## src/hdl/tam_pkg.sv

```systemverilog
`timescale 1ns / 1ps
`default_nettype none
// ----------------------------------------------------------------------------
// tam_pkg
// Shared types and constants of the two-axis move controller: register
// layout, register indexes, status codes and drive levels.
// ----------------------------------------------------------------------------
package tam_pkg;

  localparam int unsigned POSITION_BITS_DEF = 10;
  localparam int unsigned CFG_W             = 10;
  localparam int unsigned TIMER_W           = 8;
  localparam int unsigned TARGET_W          = 12;
  localparam int unsigned DRIVE_W           = 8;
  localparam int unsigned STATUS_W          = 3;
  localparam int unsigned CFG_IDX_W         = 3;

  localparam logic signed [DRIVE_W-1:0] FULL_POWER    = 8'sd127;
  localparam logic signed [DRIVE_W-1:0] REDUCED_POWER = 8'sd32;

  localparam logic [CFG_W-1:0]   FOREARM_LOW_RST   = 10'd75;
  localparam logic [CFG_W-1:0]   FOREARM_HIGH_RST  = 10'd960;
  localparam logic [CFG_W-1:0]   SHOULDER_LOW_RST  = 10'd340;
  localparam logic [CFG_W-1:0]   SHOULDER_HIGH_RST = 10'd600;
  localparam logic [CFG_W-1:0]   FAR_BAND_RST      = 10'd60;
  localparam logic [CFG_W-1:0]   NEAR_BAND_RST     = 10'd3;
  localparam logic [TIMER_W-1:0] MOVE_TIMEOUT_RST  = 8'(4 * 38);

  typedef enum logic [CFG_IDX_W-1:0] {
    CFG_FOREARM_LOW   = 3'd0,
    CFG_FOREARM_HIGH  = 3'd1,
    CFG_SHOULDER_LOW  = 3'd2,
    CFG_SHOULDER_HIGH = 3'd3,
    CFG_FAR_BAND      = 3'd4,
    CFG_NEAR_BAND     = 3'd5,
    CFG_MOVE_TIMEOUT  = 3'd6
  } tam_cfg_idx_e;

  typedef enum logic [STATUS_W-1:0] {
    ST_IDLE    = 3'd0,
    ST_RUNNING = 3'd1,
    ST_SUCCESS = 3'd2,
    ST_TIMEOUT = 3'd3,
    ST_STARTED = 3'd4,
    ST_IGNORED = 3'd5
  } tam_status_e;

  typedef struct packed {
    logic [CFG_W-1:0]   forearm_low;
    logic [CFG_W-1:0]   forearm_high;
    logic [CFG_W-1:0]   shoulder_low;
    logic [CFG_W-1:0]   shoulder_high;
    logic [CFG_W-1:0]   far_band;
    logic [CFG_W-1:0]   near_band;
    logic [TIMER_W-1:0] move_timeout;
  } tam_cfg_t;

endpackage
`default_nettype wire

```

## src/hdl/tam_cfg_regs.sv

```systemverilog
`timescale 1ns / 1ps
`default_nettype none
// ----------------------------------------------------------------------------
// tam_cfg_regs
// Configuration register file. Accepts one write beat per cycle and
// ignores writes to unused indexes.
// ----------------------------------------------------------------------------
module tam_cfg_regs
  import tam_pkg::*;
(
  input  wire                   clk_i,
  input  wire                   rst_ni,
  input  wire                   cfg_valid_i,
  output logic                  cfg_ready_o,
  input  wire  [CFG_IDX_W-1:0]  cfg_index_i,
  input  wire  [CFG_W-1:0]      cfg_data_i,
  output tam_cfg_t              cfg_o
);

  tam_cfg_t cfg_q, cfg_d;

  assign cfg_ready_o = 1'b1;
  assign cfg_o       = cfg_q;

  always_comb begin
    cfg_d = cfg_q;
    if (cfg_valid_i) begin
      unique case (tam_cfg_idx_e'(cfg_index_i))
        CFG_FOREARM_LOW:   cfg_d.forearm_low   = cfg_data_i;
        CFG_FOREARM_HIGH:  cfg_d.forearm_high  = cfg_data_i;
        CFG_SHOULDER_LOW:  cfg_d.shoulder_low  = cfg_data_i;
        CFG_SHOULDER_HIGH: cfg_d.shoulder_high = cfg_data_i;
        CFG_FAR_BAND:      cfg_d.far_band      = cfg_data_i;
        CFG_NEAR_BAND:     cfg_d.near_band     = cfg_data_i;
        CFG_MOVE_TIMEOUT:  cfg_d.move_timeout  = cfg_data_i[TIMER_W-1:0];
        default: ;
      endcase
    end
  end

  always_ff @(posedge clk_i or negedge rst_ni) begin
    if (!rst_ni) begin
      cfg_q.forearm_low   <= FOREARM_LOW_RST;
      cfg_q.forearm_high  <= FOREARM_HIGH_RST;
      cfg_q.shoulder_low  <= SHOULDER_LOW_RST;
      cfg_q.shoulder_high <= SHOULDER_HIGH_RST;
      cfg_q.far_band      <= FAR_BAND_RST;
      cfg_q.near_band     <= NEAR_BAND_RST;
      cfg_q.move_timeout  <= MOVE_TIMEOUT_RST;
    end else begin
      cfg_q <= cfg_d;
    end
  end

endmodule
`default_nettype wire

```

## src/hdl/tam_joint.sv

```systemverilog
`timescale 1ns / 1ps
`default_nettype none
// ----------------------------------------------------------------------------
// tam_joint
// Per-joint datapath: clamps a requested target and picks the start
// direction, and computes the banded drive and the arrival flag of a tick.
// ----------------------------------------------------------------------------
module tam_joint
  import tam_pkg::*;
#(
  parameter int unsigned POSITION_BITS = POSITION_BITS_DEF
) (
  input  wire  signed [TARGET_W-1:0]  target_i,
  input  wire         [CFG_W-1:0]     low_i,
  input  wire         [CFG_W-1:0]     high_i,
  input  wire         [CFG_W-1:0]     far_band_i,
  input  wire         [CFG_W-1:0]     near_band_i,
  input  wire    [POSITION_BITS-1:0]  pos_i,
  input  wire    [POSITION_BITS-1:0]  setpoint_i,
  input  wire                         dir_up_i,
  input  wire                         arrived_i,
  input  wire                         upper_sw_i,
  input  wire                         lower_sw_i,
  output logic   [POSITION_BITS-1:0]  start_setpoint_o,
  output logic                        start_dir_up_o,
  output logic signed [DRIVE_W-1:0]   drive_o,
  output logic                        arrived_o
);

  localparam int unsigned MaxW  = (POSITION_BITS > CFG_W) ? POSITION_BITS : CFG_W;
  localparam int unsigned DistW = MaxW + 1;

  logic signed [TARGET_W-1:0] low_s, high_s, raised, clamped;
  logic [MaxW-1:0]            clamped_ext;
  logic signed [DistW-1:0]    diff;
  logic [DistW-1:0]           diff_abs;
  logic [MaxW-1:0]            mag_dist;
  logic signed [DRIVE_W-1:0]  mag;
  logic                       moving;

  assign low_s       = $signed({{(TARGET_W-CFG_W){1'b0}}, low_i});
  assign high_s      = $signed({{(TARGET_W-CFG_W){1'b0}}, high_i});
  assign raised      = (target_i < low_s) ? low_s : target_i;
  assign clamped     = (raised > high_s) ? high_s : raised;
  assign clamped_ext = MaxW'(clamped[CFG_W-1:0]);

  assign start_setpoint_o = clamped_ext[POSITION_BITS-1:0];
  assign start_dir_up_o   = pos_i < start_setpoint_o;

  assign diff     = $signed(DistW'(setpoint_i)) - $signed(DistW'(pos_i));
  assign diff_abs = diff[DistW-1] ? DistW'(-diff) : DistW'(diff);
  assign mag_dist = diff_abs[MaxW-1:0];
  assign moving   = !arrived_i && ((diff > 0) == dir_up_i);

  always_comb begin
    priority if (mag_dist > MaxW'(far_band_i)) begin
      mag = FULL_POWER;
    end else if (mag_dist > MaxW'(near_band_i)) begin
      mag = REDUCED_POWER;
    end else begin
      mag = '0;
    end
  end

  always_comb begin
    drive_o = '0;
    if (moving) begin
      drive_o = dir_up_i ? mag : -mag;
    end
  end

  assign arrived_o = (drive_o == '0) || (upper_sw_i && (drive_o > 0)) ||
                     (lower_sw_i && (drive_o < 0));

endmodule
`default_nettype wire

```

## src/hdl/two_axis_move_with_timeout.sv

```systemverilog
`timescale 1ns / 1ps
`default_nettype none
// A result is registered when its input beat leaves the input register.
// Throughput: one input beat per cycle; the input and result registers
// decouple the two channels, so the only stall comes from the output side.
// Reset clears the move state and both valid flags; configuration registers
// return to their documented defaults.
// ----------------------------------------------------------------------------
// two_axis_move_with_timeout
// Two-joint move controller with stepped drive, limit switch arrival and a
// tick timeout. Input register, combinational control logic, result register.
// ----------------------------------------------------------------------------
module two_axis_move_with_timeout
  import tam_pkg::*;
#(
  parameter int unsigned POSITION_BITS = POSITION_BITS_DEF
) (
  input  wire                         clk_i,
  input  wire                         rst_ni,
  input  wire                         cfg_valid_i,
  output logic                        cfg_ready_o,
  input  wire         [CFG_IDX_W-1:0] cfg_index_i,
  input  wire         [CFG_W-1:0]     cfg_data_i,
  input  wire                         in_valid_i,
  output logic                        in_stall_o,
  input  wire                         op_i,
  input  wire  signed [TARGET_W-1:0]  forearm_target_i,
  input  wire  signed [TARGET_W-1:0]  shoulder_target_i,
  input  wire    [POSITION_BITS-1:0]  forearm_pos_i,
  input  wire    [POSITION_BITS-1:0]  shoulder_pos_i,
  input  wire                         forearm_upper_sw_i,
  input  wire                         forearm_lower_sw_i,
  input  wire                         shoulder_upper_sw_i,
  input  wire                         shoulder_lower_sw_i,
  output logic                        out_valid_o,
  input  wire                         out_stall_i,
  output logic signed [DRIVE_W-1:0]   forearm_drive_o,
  output logic signed [DRIVE_W-1:0]   shoulder_drive_o,
  output logic        [STATUS_W-1:0]  status_o,
  output logic                        forearm_in_place_o,
  output logic                        shoulder_in_place_o
);

  tam_cfg_t cfg;

  logic                       in_vld_q, in_vld_d;
  logic                       op_q;
  logic signed [TARGET_W-1:0] ftgt_q, stgt_q;
  logic [POSITION_BITS-1:0]   fpos_q, spos_q;
  logic                       fup_q, flo_q, sup_q, slo_q;
  logic                       in_take, out_free, fire;

  logic                       busy_q, busy_d;
  logic [TIMER_W-1:0]         ticks_q, ticks_d;
  logic [POSITION_BITS-1:0]   fsp_q, fsp_d, ssp_q, ssp_d;
  logic                       fdir_q, fdir_d, sdir_q, sdir_d;
  logic                       farr_q, farr_d, sarr_q, sarr_d;

  logic [POSITION_BITS-1:0]   f_start_sp, s_start_sp;
  logic                       f_start_dir, s_start_dir;
  logic signed [DRIVE_W-1:0]  f_drive, s_drive;
  logic                       f_arr, s_arr;

  logic signed [DRIVE_W-1:0]  fd, sd;
  tam_status_e                status;

  logic                       out_vld_q, out_vld_d;
  logic signed [DRIVE_W-1:0]  out_fd_q, out_sd_q;
  tam_status_e                out_status_q;
  logic                       out_farr_q, out_sarr_q;

  tam_cfg_regs u_cfg (
    .clk_i       (clk_i),
    .rst_ni      (rst_ni),
    .cfg_valid_i (cfg_valid_i),
    .cfg_ready_o (cfg_ready_o),
    .cfg_index_i (cfg_index_i),
    .cfg_data_i  (cfg_data_i),
    .cfg_o       (cfg)
  );

  tam_joint #(.POSITION_BITS(POSITION_BITS)) u_forearm (
    .target_i         (ftgt_q),
    .low_i            (cfg.forearm_low),
    .high_i           (cfg.forearm_high),
    .far_band_i       (cfg.far_band),
    .near_band_i      (cfg.near_band),
    .pos_i            (fpos_q),
    .setpoint_i       (fsp_q),
    .dir_up_i         (fdir_q),
    .arrived_i        (farr_q),
    .upper_sw_i       (fup_q),
    .lower_sw_i       (flo_q),
    .start_setpoint_o (f_start_sp),
    .start_dir_up_o   (f_start_dir),
    .drive_o          (f_drive),
    .arrived_o        (f_arr)
  );

  tam_joint #(.POSITION_BITS(POSITION_BITS)) u_shoulder (
    .target_i         (stgt_q),
    .low_i            (cfg.shoulder_low),
    .high_i           (cfg.shoulder_high),
    .far_band_i       (cfg.far_band),
    .near_band_i      (cfg.near_band),
    .pos_i            (spos_q),
    .setpoint_i       (ssp_q),
    .dir_up_i         (sdir_q),
    .arrived_i        (sarr_q),
    .upper_sw_i       (sup_q),
    .lower_sw_i       (slo_q),
    .start_setpoint_o (s_start_sp),
    .start_dir_up_o   (s_start_dir),
    .drive_o          (s_drive),
    .arrived_o        (s_arr)
  );

  assign out_free   = !out_vld_q || !out_stall_i;
  assign fire       = in_vld_q && out_free;
  assign in_stall_o = in_vld_q && !out_free;
  assign in_take    = in_valid_i && !in_stall_o;

  always_comb begin
    in_vld_d = in_vld_q;
    if (in_take) begin
      in_vld_d = 1'b1;
    end else if (fire) begin
      in_vld_d = 1'b0;
    end
  end

  always_comb begin
    busy_d  = busy_q;
    ticks_d = ticks_q;
    fsp_d   = fsp_q;
    ssp_d   = ssp_q;
    fdir_d  = fdir_q;
    sdir_d  = sdir_q;
    farr_d  = farr_q;
    sarr_d  = sarr_q;
    fd      = '0;
    sd      = '0;
    status  = ST_IDLE;
    priority if (op_q) begin
      if (busy_q) begin
        status = ST_IGNORED;
      end else begin
        busy_d  = 1'b1;
        ticks_d = cfg.move_timeout;
        fsp_d   = f_start_sp;
        ssp_d   = s_start_sp;
        fdir_d  = f_start_dir;
        sdir_d  = s_start_dir;
        farr_d  = 1'b0;
        sarr_d  = 1'b0;
        status  = ST_STARTED;
      end
    end else if (!busy_q) begin
      status = ST_IDLE;
    end else if (ticks_q == '0) begin
      busy_d = 1'b0;
      status = ST_TIMEOUT;
    end else begin
      ticks_d = ticks_q - 1'b1;
      fd      = f_drive;
      sd      = s_drive;
      farr_d  = farr_q || f_arr;
      sarr_d  = sarr_q || s_arr;
      if (farr_d && sarr_d) begin
        busy_d = 1'b0;
        status = ST_SUCCESS;
      end else begin
        status = ST_RUNNING;
      end
    end
  end

  always_comb begin
    out_vld_d = out_vld_q;
    if (fire) begin
      out_vld_d = 1'b1;
    end else if (!out_stall_i) begin
      out_vld_d = 1'b0;
    end
  end

  always_ff @(posedge clk_i or negedge rst_ni) begin
    if (!rst_ni) begin
      in_vld_q  <= 1'b0;
      out_vld_q <= 1'b0;
      busy_q    <= 1'b0;
      ticks_q   <= '0;
      fsp_q     <= '0;
      ssp_q     <= '0;
      fdir_q    <= 1'b0;
      sdir_q    <= 1'b0;
      farr_q    <= 1'b0;
      sarr_q    <= 1'b0;
    end else begin
      in_vld_q  <= in_vld_d;
      out_vld_q <= out_vld_d;
      if (fire) begin
        busy_q  <= busy_d;
        ticks_q <= ticks_d;
        fsp_q   <= fsp_d;
        ssp_q   <= ssp_d;
        fdir_q  <= fdir_d;
        sdir_q  <= sdir_d;
        farr_q  <= farr_d;
        sarr_q  <= sarr_d;
      end
    end
  end

  always_ff @(posedge clk_i) begin
    if (in_take) begin
      op_q   <= op_i;
      ftgt_q <= forearm_target_i;
      stgt_q <= shoulder_target_i;
      fpos_q <= forearm_pos_i;
      spos_q <= shoulder_pos_i;
      fup_q  <= forearm_upper_sw_i;
      flo_q  <= forearm_lower_sw_i;
      sup_q  <= shoulder_upper_sw_i;
      slo_q  <= shoulder_lower_sw_i;
    end
    if (fire) begin
      out_fd_q     <= fd;
      out_sd_q     <= sd;
      out_status_q <= status;
      out_farr_q   <= farr_d;
      out_sarr_q   <= sarr_d;
    end
  end

  assign out_valid_o         = out_vld_q;
  assign forearm_drive_o     = out_fd_q;
  assign shoulder_drive_o    = out_sd_q;
  assign status_o            = out_status_q;
  assign forearm_in_place_o  = out_farr_q;
  assign shoulder_in_place_o = out_sarr_q;

endmodule
`default_nettype wire
```

## config.mk

```make
export PLATFORM = sky130hd
export DESIGN_NAME = two_axis_move_with_timeout
export DESIGN_NICKNAME = d
export VERILOG_FILES = /design/src/hdl/tam_pkg.sv /design/src/hdl/tam_cfg_regs.sv /design/src/hdl/tam_joint.sv /design/src/hdl/two_axis_move_with_timeout.sv
export SDC_FILE = /design/constraint.sdc
export NUM_CORES = 1
export LEC_CHECK = 0
export BUFFER_PORTS_ARGS = -buffer_cell sky130_fd_sc_hd__buf_2
export CAP_MARGIN = 5
export CORE_MARGIN = 5
export CORE_UTILIZATION = 55
export DETAILED_ROUTE_END_ITERATION = 6
export GPL_TIMING_DRIVEN = 0
export PLACE_DENSITY_LB_ADDON = 0.25
export SETUP_SLACK_MARGIN = 0.3
export SLEW_MARGIN = 10
export SYNTH_ARGS = -nofsm -noshare
export SYNTH_HDL_FRONTEND = slang
export SYNTH_SLANG_ARGS = --single-unit
```

## constraint.sdc

```tcl
create_clock -name clk_i -period 5.4 [get_ports clk_i]
set_clock_uncertainty 0.2 [all_clocks]
set_input_delay 1.08 -clock clk_i [delete_from_list [all_inputs] [get_ports clk_i]]
set_output_delay 1.08 -clock clk_i [all_outputs]
set_load 0.05 [all_outputs]
```

==> impl_metrics.toml, run 1 <==
[place]
portBuffers = 87
detailed_place.area_um2 = 11300
post-place-ws_ns = -0.723
globalplace.congestion = 0.838
dp_hpwl_um = 17700

[logic_synthesis]
synth-compound-area-share = 0.145
synth-edff-count = 64
synth_simple_gate_area_frac = 0.117
asyncSetResetFlopFracSynth = 0.617
synth_top_cells_by_area = "sky130_fd_sc_hd__dfrtp_1 19%, sky130_fd_sc_hd__edfxtp_1 18%, sky130_fd_sc_hd__ha_1 15%, sky130_fd_sc_hd__dfstp_2 6.3%, sky130_fd_sc_hd__mux2_2 5.7%"
synth_area_per_cell_um2 = 10.4
post-synth-top-area-fraction = 0.187
netlist.top_cell.by_area = "sky130_fd_sc_hd__dfrtp_1"
area_share_of_fa_ha_maj_cells_after_synthesis = 0.150
synth_mux_area_frac = 0.0814
seq_total_area_yosys = 0.434
synth.distinct_cells = 75
synth.cell_area_um2 = 10400
netlist_instances = 1008
synth-xor-area-share = 0.0235
synthesis.nets = 1199
ys_seq_elements = 167
synth_top_family_by_area = "adder cells"
ys.warnings.count = 0
postSynth.topFlopCell = "sky130_fd_sc_hd__dfrtp_1"

[final_layout]
final_core_utilization = 0.653
insertedDiodeCount = 0
most-common-layout-cells = "114 x sky130_fd_sc_hd__ha_1, 92 x sky130_fd_sc_hd__o21ai_0, 91 x sky130_fd_sc_hd__inv_1, 87 x sky130_fd_sc_hd__buf_2, 84 x sky130_fd_sc_hd__nand2_1"
num-nets-final = 1323
design_area_um2 = 12200
layout.cells.most_common = "sky130_fd_sc_hd__ha_1"
area_delta_synth_final_pct = 17.0
final_layout_size_suffix_gt1_frac = 0.238

[worst_setup_path]
crit_path_max_fanout = 6
timing.critical_path.required_ns = 5.57
rr_startpoint = "u_cfg.cfg_o[39]$_DFFE_PN0P_"
critPathTopFamily = "compound AO/OA/AOI/OAI gates"
reg2reg_setup_slack_ns = -0.35
crit_path_frequent_cell = "sky130_fd_sc_hd__a21o_1"
critical_path.slowest_cell = "sky130_fd_sc_hd__dfrtp_1"
endpoint_kind = "register"
critical_path.startpoint_type = "register"
r2r_cells = 32
criticalPathCategory = "reg -> reg"
cp_data_arrival_time_ns = 5.91
critical_path.reg2reg.endpoint = "sdir_q$_DFFE_PN0P_"
path_buf_inv = 3
cpPeakStageDelay_ns = 0.40

[drt]
vias = 7825
route.detailed.wl_per_inst_um = 17.4
finalWirelength_um = 24000
detail-route-antenna-nets = 0
dr.first_iter.drc_count = 369
route.detailed.drc = 0
firstDrtPassIters = 7
via_per_inst = 5.67

[pwr]
worst_ir_drop_vdd_mv = 0.300
power.static_leakage_uw = 0.00553
powerDensity_nw_per_um2 = 587

[worst_hold_path]
holdCritPathClass = "reg -> reg"
hold_start = "in_vld_q$_DFFE_PN0P_"
min_delay_worst_endpoint = "out_valid_o$_DFFE_PN0P_"
min_delay_path_depth = 1

[die]
initial_core_utilization = 0.558
floorplan.io_pins = 91
core_um2 = 18700
die_x_um = 148
dieArea_um2 = 21800
die_y_um = 148
core.rowCount = 50

[global_route]
first_global_vias = 7741
grt_start_max_net_pins = 75
groute.usage.overall = 0.227
antenna_found_initial = 0
grt_first_pass_wirelength_um = 39200
grt_overflow = 0

[timing]
slew-limit-headroom = 0.240
share_of_the_clock_period_used_by_the_worst_path_after_layout = 1.06
setup_repair_after_global_routing_missed_its_margin = "yes"
setup_viol = 2
tightestPinTransition_ns = 1.14
clock.fmax_ghz = 0.174
slew_viol_final = 0
layout_min_cycle_time_ns = 5.75
final.setup.worst_slack_ns = -0.346
final_hold_viol_count = 0
setup-tns-final_ns = -0.558

[cts]
cts-hold-fix-buffers = 0
numCtsBuffers = 17
htree_num_levels = 4
clock_pin_slew_on_the_worst_setup_and_hold_paths_ns = 0.07
cts_root_buffer = "sky130_fd_sc_hd__clkbuf_16"
ctsLongestPathBuffers = 2
tritoncts = "built"
clkSinkCount = 167
worst_skew_pair.late_latency_ns = 0.44

[status]
violations = "setup timing"
result_of_the_run = "finished, violations left"

[run]
max_cap_violations = 0
## per-layer routing
| metal | routed length, um | share of wire | global-route usage | vias to the layer above |
|---|---|---|---|---|
| met5 | 0 | 0 | 0 | - |
| met4 | 853 | 0.035 | 0.0899 | 0 |
| met3 | 1110 | 0.046 | 0.0460 | 55 |
| met2 | 11200 | 0.47 | 0.363 | 206 |
| met1 | 10900 | 0.45 | 0.304 | 3700 |
| li1 | - | - | - | 3864 |
## registers in the layout (all words and copies together), names as in the netlist, 8 cells and up
register	cells
fsp_q	10
stgt_q	12
spos_q	10
u_cfg.cfg_o	68
fpos_q	10
ticks_q	8
ftgt_q	12
ssp_q	10
## cell usage after synthesis (all sizes together), types with 15 or more instances
library cell / number
nor2: 54
mux2i: 24
mux2: 53
nor2b: 15
dfstp: 25
dfrtp: 78
ha: 122
inv: 94
nand4: 16
xnor2: 22
a21o: 30
nor3: 21
edfxtp: 64
nand2: 84
o21ai: 100
clkbuf: 21
a21oi: 38
## where the power goes
group	total [uW]	switching, uW	internal, uW
Sequential	1840	196	1640
Combinational	4090	2320	1770
Clock	1250	540	707
## worst register-to-register path, delay by kind of cell (launching register included)
kind            cells  cell delay (ns)
fa+ha+maj           4             0.95
flops               1             0.40
buf+inv             3             0.44
compound gates     18             2.50
mux                 2             0.60
simple gates        5             0.57
## worst max-delay path by stage
| stage | start | end | slack, ns | depth (start not counted) |
|---|---|---|---|---|
| 4_1_cts | u_cfg.cfg_o[39]$_DFFE_PN0P_ | sdir_q$_DFFE_PN0P_ | -0.33 | 32 |
| 6_report | u_cfg.cfg_o[39]$_DFFE_PN0P_ | sdir_q$_DFFE_PN0P_ | -0.35 | 32 |
| 3_5_place_dp | u_cfg.cfg_o[39]$_DFFE_PN0P_ | sdir_q$_DFFE_PN0P_ | -0.72 | 32 |
| 5_1_grt | u_cfg.cfg_o[39]$_DFFE_PN0P_ | sdir_q$_DFFE_PN0P_ | -0.76 | 32 |
| 2_1_floorplan | u_cfg.cfg_o[39]$_DFFE_PN0P_ | sdir_q$_DFFE_PN0P_ | -0.07 | 32 |
| 3_3_place_gp | stgt_q[1]$_DFFE_PP_ | sdir_q$_DFFE_PN0P_ | -0.67 | 31 |
## stage by stage
step	hold WS, ns	cells	power [uW]
CTS	0.290	1377	7010
detailed placement	0.274	1331	5610
global route	0.313	1379	7800
finish	0.285	1379	7170
global placement	0.266	1329	5470
floorplan	0.249	1008	4770
## cell families (layout without fill, tap and decap cells)
kind of cell | after synthesis | count (layout)
mux | 77 | 77
fa+ha+maj | 124 | 124
flops | 167 | 167
compound gates | 237 | 237
simple gates | 250 | 250
other cells | 1 | 1
buf+inv | 124 | 261
xor+xnor | 28 | 28
## repair_timing
| item | in CTS | in global routing |
|---|---|---|
| resized for setup | 18 | 16 |
| endpoints found under the setup margin | 3 | 7 |
| pin swaps | 12 | 9 |
| gates cloned | 1 | 0 |
| buffers inserted | 13 | 2 |
## area by class of cell
class                           instances  area [um^2]
Buffer                                 30          183
Sequential cell                       167         4530
Inverter                               94          353
Tap cell                              234          293
Clock inverter                         11          141
Fill cell                            1458         6500
Timing Repair Buffer                  105          607
Clock buffer                           21          450
Multi-Input combinational cell        717         5650
Power figures use the tool's default switching activity.
==> run 2: changes to the inputs <==
--- a/config.mk
+++ b/config.mk
@@ -8,7 +8,7 @@
 export BUFFER_PORTS_ARGS = -buffer_cell sky130_fd_sc_hd__buf_2
 export CAP_MARGIN = 5
 export CORE_MARGIN = 5
-export CORE_UTILIZATION = 55
+export CORE_UTILIZATION = 58
 export DETAILED_ROUTE_END_ITERATION = 6
 export GPL_TIMING_DRIVEN = 0
 export PLACE_DENSITY_LB_ADDON = 0.25
==> constraint.sdc (replaced) <==
create_clock -name clk_i -period 5.3 [get_ports clk_i]
set_clock_uncertainty 0.2 [all_clocks]
set_input_delay 1.06 -clock clk_i [delete_from_list [all_inputs] [get_ports clk_i]]
set_output_delay 1.06 -clock clk_i [all_outputs]
set_load 0.05 [all_outputs]
==> run 2 against run 1 <==
  * The flow still finishes with violations (setup timing)
  * Sequential share of layout area decreased by 0.14 points
  * Core utilization increased by 3.4 points
  * Design area increased by 0.39%
  * Final cell count decreased by 0.36%
  * Count of clock-buffer cells in the layout decreased by 4
  * Hold slack about the same
  * First-iteration DRC count increased by 16%
  * Clock power increased by 3%
  * Non-clock buffer count unchanged
  * Maximum frequency decreased by 2.8%
  * Flip-flop and latch count unchanged
  * Largest power group unchanged
==> impl_metrics.toml, run 2 (synthesized netlist as in run 1, its figures left out) <==
[pwr]
power_frac_clock = 0.173
worst_ir_drop_vdd_mv = 0.394
power_frac_seq = 0.251
pwr-share-comb = 0.576
powerDensity_nw_per_um2 = 606
internal_power_component_uw = 4240
power.static_leakage_uw = 0.00554
netSwitchingFraction = 0.428
power_switching_uw = 3180

[status]
violations = "setup timing"
result_of_the_run = "finished, violations left"

[worst_setup_path]
timing.critical_path.from = "u_cfg.cfg_o[39]$_DFFE_PN0P_"
endpoint_kind = "register"
cp_data_arrival_time_ns = 6.09
criticalPathCategory = "reg -> reg"
reg2reg_setup_slack_ns = -0.61
path_buf_inv = 3
critical_path.startpoint_type = "register"
critical_path.slowest_cell = "sky130_fd_sc_hd__dfrtp_1"
crit_path_frequent_cell = "sky130_fd_sc_hd__a21o_1"
timing.critical_path.required_ns = 5.48
cpPeakStageDelay_ns = 0.40
cp-endpoint = "sdir_q$_DFFE_PN0P_"
crit_path_max_fanout = 6
rr_startpoint = "u_cfg.cfg_o[39]$_DFFE_PN0P_"
r2r_cells = 32
critPathTopFamily = "compound AO/OA/AOI/OAI gates"
critical_path.reg2reg.endpoint = "sdir_q$_DFFE_PN0P_"
cp.depth = 32

[timing]
setup_repair_after_global_routing_missed_its_margin = "yes"
layout_min_cycle_time_ns = 5.91
tightestPinTransition_ns = 1.12
share_of_the_clock_period_used_by_the_worst_path_after_layout = 1.12
final.setup.worst_slack_ns = -0.611
setup_viol = 2
final_hold_viol_count = 0
whs_ns = 0.284
clock.fmax_ghz = 0.169
slew-limit-headroom = 0.248
slew_viol_final = 0

[die]
core_um2 = 17800
initial_core_utilization = 0.585
floorplan.io_pins = 91
core.rowCount = 49
die_x_um = 144
dieArea_um2 = 20800
die_y_um = 144

[run]
max_cap_violations = 0

[worst_hold_path]
hold_start = "ssp_q[3]$_DFFE_PN0P_"
holdCritPathClass = "reg -> reg"

[drt]
dr.first_iter.drc_count = 429
route.detailed.drc = 0
via_per_inst = 5.70
finalWirelength_um = 24100
route.detailed.wl_per_inst_um = 17.5
vias = 7838
firstDrtPassIters = 5
detail-route-antenna-nets = 0

[final_layout]
layout.filler_cells = 1346
layout.cells.most_common = "sky130_fd_sc_hd__ha_1"
final_layout_size_suffix_gt1_frac = 0.249
num-nets-final = 1323
insertedDiodeCount = 0
design_area_um2 = 12300
most-common-layout-cells = "116 x sky130_fd_sc_hd__ha_1, 92 x sky130_fd_sc_hd__o21ai_0, 91 x sky130_fd_sc_hd__inv_1, 86 x sky130_fd_sc_hd__buf_2, 83 x sky130_fd_sc_hd__nand2_1"
area_delta_synth_final_pct = 17.4
largest_register_ffs = 68

[cts]
ctsLongestPathBuffers = 2
htree_num_levels = 4
cts_root_buffer = "sky130_fd_sc_hd__clkbuf_16"
worst_skew_pair.late_latency_ns = 0.44
clock_pin_slew_on_the_worst_setup_and_hold_paths_ns = 0.07
cts-hold-fix-buffers = 0
tritoncts = "built"
clkSinkCount = 167
numCtsBuffers = 17

[global_route]
grt_first_pass_wirelength_um = 38800
antenna_found_initial = 0
grt_overflow = 0
grt_start_max_net_pins = 75
first_global_vias = 7690
groute.usage.overall = 0.240

[place]
post-place-ws_ns = -0.922
detailed_place.area_um2 = 11300
dp_hpwl_um = 17400
portBuffers = 87
globalplace.congestion = 0.917
[run 2: cell types whose count changed in the layout (fill, tap and decap cells not counted), moves of 2 or more]
| cell | delta |
|---|---|
| sky130_fd_sc_hd__inv_8 | +2 |
| sky130_fd_sc_hd__mux2i_1 | -4 |
| sky130_fd_sc_hd__mux2i_2 | +4 |
| sky130_fd_sc_hd__a21oi_1 | -3 |
| sky130_fd_sc_hd__a21oi_2 | +3 |
| sky130_fd_sc_hd__ha_1 | +2 |
| sky130_fd_sc_hd__clkbuf_1 | -3 |
[run 2: area by class of cell]
type	count	area (um^2)	share of cell area
clock buffers	17	425	0.0347
repair buffers	105	613	0.0500
plain buffers	30	183	0.0149
well taps	229	287	0.0234
inverters	94	353	0.0288
multi-input cells	717	5680	0.464
flip-flops and latches	167	4530	0.370
clock inverters	15	183	0.0149
[run 2: worst min-delay path by stage]
stage | endpoint | slack (ns) | cells after the start
3_3_place_gp | fsp_q[0]$_DFFE_PN0P_ | 0.27 | 2
5_1_grt | sarr_q$_DFFE_PN0P_ | 0.31 | 1
2_1_floorplan | out_valid_o$_DFFE_PN0P_ | 0.25 | 1
4_1_cts | ssp_q[8]$_DFFE_PN0P_ | 0.29 | 2
6_report | ssp_q[3]$_DFFE_PN0P_ | 0.28 | 2
3_5_place_dp | fsp_q[9]$_DFFE_PN0P_ | 0.27 | 2
[run 2: metrics by stage]
stage / total power [uW] / utilization / setup TNS, ns / std cells
2_1_floorplan: 4860 / - / -0.171 / 1008
3_3_place_gp: 5560 / 0.630 / -1.09 / 1324
3_5_place_dp: 5720 / 0.633 / -1.33 / 1326
4_1_cts: 7190 / 0.677 / -0.978 / 1369
5_1_grt: 8050 / 0.687 / -1.47 / 1374
6_report: 7430 / 0.687 / -0.958 / 1374
[run 2: worst register-to-register path, delay by kind of cell, from the launching register on]
family                   cells  cell delay, ns
AO/OA/AOI/OAI               18            2.66
adder cells (fa/ha/maj)      4            0.96
buffers and inverters        3            0.44
flip-flops                   1            0.40
multiplexers                 2            0.61
AND/OR/NAND/NOR              5            0.58
[run 2: power groups by stage]
stage | Combinational, uW | Sequential, uW | Clock [uW]
after floorplan | 2960 | 1900 | 0
after global placement | 3700 | 1860 | 0
after detailed placement | 3850 | 1870 | 0
after CTS | 4030 | 1860 | 1300
after global routing | 4790 | 1900 | 1360
final | 4270 | 1870 | 1290
[run 2: per-layer routing]
layer / up-vias / part of all wire / track usage
li1: 3858 / - / -
met1: 3721 / 0.45 / 0.325
met2: 213 / 0.47 / 0.390
met3: 46 / 0.052 / 0.0433
met4: 0 / 0.030 / 0.0864
met5: - / 0 / 0
[run 2: repair_timing]
| item | in CTS | in global routing |
|---|---|---|
| resized for setup | 18 | 27 |
| gates cloned | 1 | 0 |
| setup buffers | 10 | 5 |
| endpoints found under the setup margin | 7 | 16 |
| pin swaps | 10 | 4 |
==> run 3: changes to the inputs <==
--- a/config.mk
+++ b/config.mk
@@ -8,7 +8,7 @@
 export BUFFER_PORTS_ARGS = -buffer_cell sky130_fd_sc_hd__buf_2
 export CAP_MARGIN = 5
 export CORE_MARGIN = 5
-export CORE_UTILIZATION = 58
+export CORE_UTILIZATION = 61
 export DETAILED_ROUTE_END_ITERATION = 6
 export GPL_TIMING_DRIVEN = 0
 export PLACE_DENSITY_LB_ADDON = 0.25
==> run 3 against run 2 <==
  * The flow still finishes with violations (setup timing)
  * Critical path depth is the same
  * Setup slack worse by 0.036 ns
  * Critical path type unchanged
  * Clock power about the same
  * Die area fell by 4.6%
  * Design area grew 0.42%
  * Critical endpoint unchanged
  * Sequential share of layout area fell by 0.15 points
  * Count of clock-buffer cells in the layout grew 3
==> impl_metrics.toml, run 3 (synthesized netlist as in run 1, its figures left out) <==
[pwr]
worst_ir_drop_vdd_mv = 0.339
power.static_leakage_uw = 0.00557
powerDensity_nw_per_um2 = 606

[worst_setup_path]
rr_startpoint = "u_cfg.cfg_o[39]$_DFFE_PN0P_"
timing.critical_path.required_ns = 5.47
critical_path.startpoint_type = "register"
cpPeakStageDelay_ns = 0.40
criticalPathCategory = "reg -> reg"
path_buf_inv = 3
endpoint_kind = "register"
cp_data_arrival_time_ns = 6.12
crit_path_frequent_cell = "sky130_fd_sc_hd__a21o_1"
crit_path_max_fanout = 7
critical_path.slowest_cell = "sky130_fd_sc_hd__dfrtp_1"
timing.critical_path.from = "u_cfg.cfg_o[39]$_DFFE_PN0P_"
critPathTopFamily = "compound AO/OA/AOI/OAI gates"

[timing]
setup_viol = 2
slew_viol_final = 0
slew-limit-headroom = 0.243
final_hold_viol_count = 0
share_of_the_clock_period_used_by_the_worst_path_after_layout = 1.12
layout_min_cycle_time_ns = 5.95
setup_repair_after_global_routing_missed_its_margin = "yes"
final.setup.worst_slack_ns = -0.647
clock.fmax_ghz = 0.168
tightestPinTransition_ns = 1.13

[cts]
htree_num_levels = 4
worst_skew_pair.late_latency_ns = 0.43
clock_pin_slew_on_the_worst_setup_and_hold_paths_ns = 0.07
clkSinkCount = 167
cts_root_buffer = "sky130_fd_sc_hd__clkbuf_16"
tritoncts = "built"
numCtsBuffers = 17
ctsLongestPathBuffers = 2

[drt]
firstDrtPassIters = 5
via_per_inst = 5.82
finalWirelength_um = 24800
vias = 7973
detail-route-antenna-nets = 0
dr.first_iter.drc_count = 432
route.detailed.drc = 0
route.detailed.wl_per_inst_um = 18.1

[global_route]
grt_overflow = 0
antenna_found_initial = 0
groute.usage.overall = 0.254
grt_first_pass_wirelength_um = 40000
first_global_vias = 7968
grt_start_max_net_pins = 62

[final_layout]
design_area_um2 = 12300
layout.filler_cells = 1170
largest_register_ffs = 68
num-nets-final = 1327
register_area_um2 = 4530
final_layout_size_suffix_gt1_frac = 0.259
instances_no_fill = 1369
multi_input_comb_area_um2 = 5730
layout.cells.most_common = "sky130_fd_sc_hd__ha_1"
area_delta_synth_final_pct = 17.9
most-common-layout-cells = "116 x sky130_fd_sc_hd__ha_1, 91 x sky130_fd_sc_hd__inv_1, 90 x sky130_fd_sc_hd__o21ai_0, 86 x sky130_fd_sc_hd__buf_2, 84 x sky130_fd_sc_hd__nand2_1"
insertedDiodeCount = 0

[place]
detailed_place.area_um2 = 11300
portBuffers = 87
place_inst = 1317
dp_hpwl_um = 17700
globalplace.congestion = 0.896

[run]
max_cap_violations = 0

[status]
violations = "setup timing"
result_of_the_run = "finished, violations left"

[die]
core.rowCount = 47
core_um2 = 16700
die_x_um = 141
floorplan.io_pins = 91
die_y_um = 141
initial_core_utilization = 0.625
dieArea_um2 = 19800

[worst_hold_path]
hold_start = "fsp_q[4]$_DFFE_PN0P_"
holdCritPathClass = "reg -> reg"
[run 3: area by class of cell]
cell class / instances / share of cell area
repair buffers: 109 / 0.0519
plain buffers: 30 / 0.0147
clock buffers: 20 / 0.0380
flip-flops and latches: 167 / 0.368
clock inverters: 12 / 0.0107
multi-input cells: 717 / 0.465
inverters: 94 / 0.0287
well taps: 220 / 0.0224
[run 3: per-layer routing]
layer / routed length (um) / track usage / part of all wire / up-vias
met5: 0 / 0 / 0 / -
li1: - / - / - / 3867
met3: 1310 / 0.0498 / 0.053 / 59
met4: 969 / 0.112 / 0.039 / 0
met2: 11800 / 0.418 / 0.48 / 237
met1: 10700 / 0.328 / 0.43 / 3810
[run 3: path summary, 6_finish.rpt]
| check | to | cells after the start | slack (ns) |
|---|---|---|---|
| setup / recovery | sdir_q$_DFFE_PN0P_ | 32 | -0.65 |
| hold / removal | fsp_q[4]$_DFFE_PN0P_ | 2 | 0.29 |
| min in group asynchronous | u_cfg.cfg_o[38]$_DFFE_PN0P_ | 1 | 0.34 |
| setup reg to reg | sdir_q$_DFFE_PN0P_ | 32 | -0.65 |
| hold reg to reg | fsp_q[4]$_DFFE_PN0P_ | 2 | 0.29 |
| max in group asynchronous | u_cfg.cfg_o[21]$_DFFE_PN1P_ | 2 | 3.85 |
[run 3: timing repair]
action                     4_1_cts  5_1_grt
gates cloned                     1        0
pin swaps                       18       11
setup buffers                   13        6
resized for setup               21       34
hold buffers                     0        0
setup endpoints to repair        7       17
[run 3: report_power, final]
| part | leakage, uW | switching (uW) | total [uW] | internal (uW) |
|---|---|---|---|---|
| sequential | 0.00183 | 205 | 1880 | 1670 |
| combinational | 0.00345 | 2450 | 4330 | 1880 |
| clock | 0.000292 | 556 | 1260 | 703 |
| total | 0.00557 | 3210 | 7460 | 4250 |
[run 3: tightest hold or removal path, stage by stage (launching register included)]
cell and delay, ns:
sky130_fd_sc_hd__dfrtp_1 0.35, sky130_fd_sc_hd__nand2_1 0.05, sky130_fd_sc_hd__o21ai_0 0.06
[run 3: through the flow]
step	total power (uW)	setup TNS (ns)	hold slack (ns)	setup slack, ns	utilization
2_1_floorplan	4860	-0.171	0.249	-0.171	-
3_3_place_gp	5570	-1.05	0.266	-0.727	0.672
3_5_place_dp	5720	-1.24	0.276	-0.815	0.676
4_1_cts	7180	-0.929	0.291	-0.551	0.723
5_1_grt	8090	-1.50	0.319	-0.876	0.737
6_report	7460	-1.02	0.291	-0.647	0.737
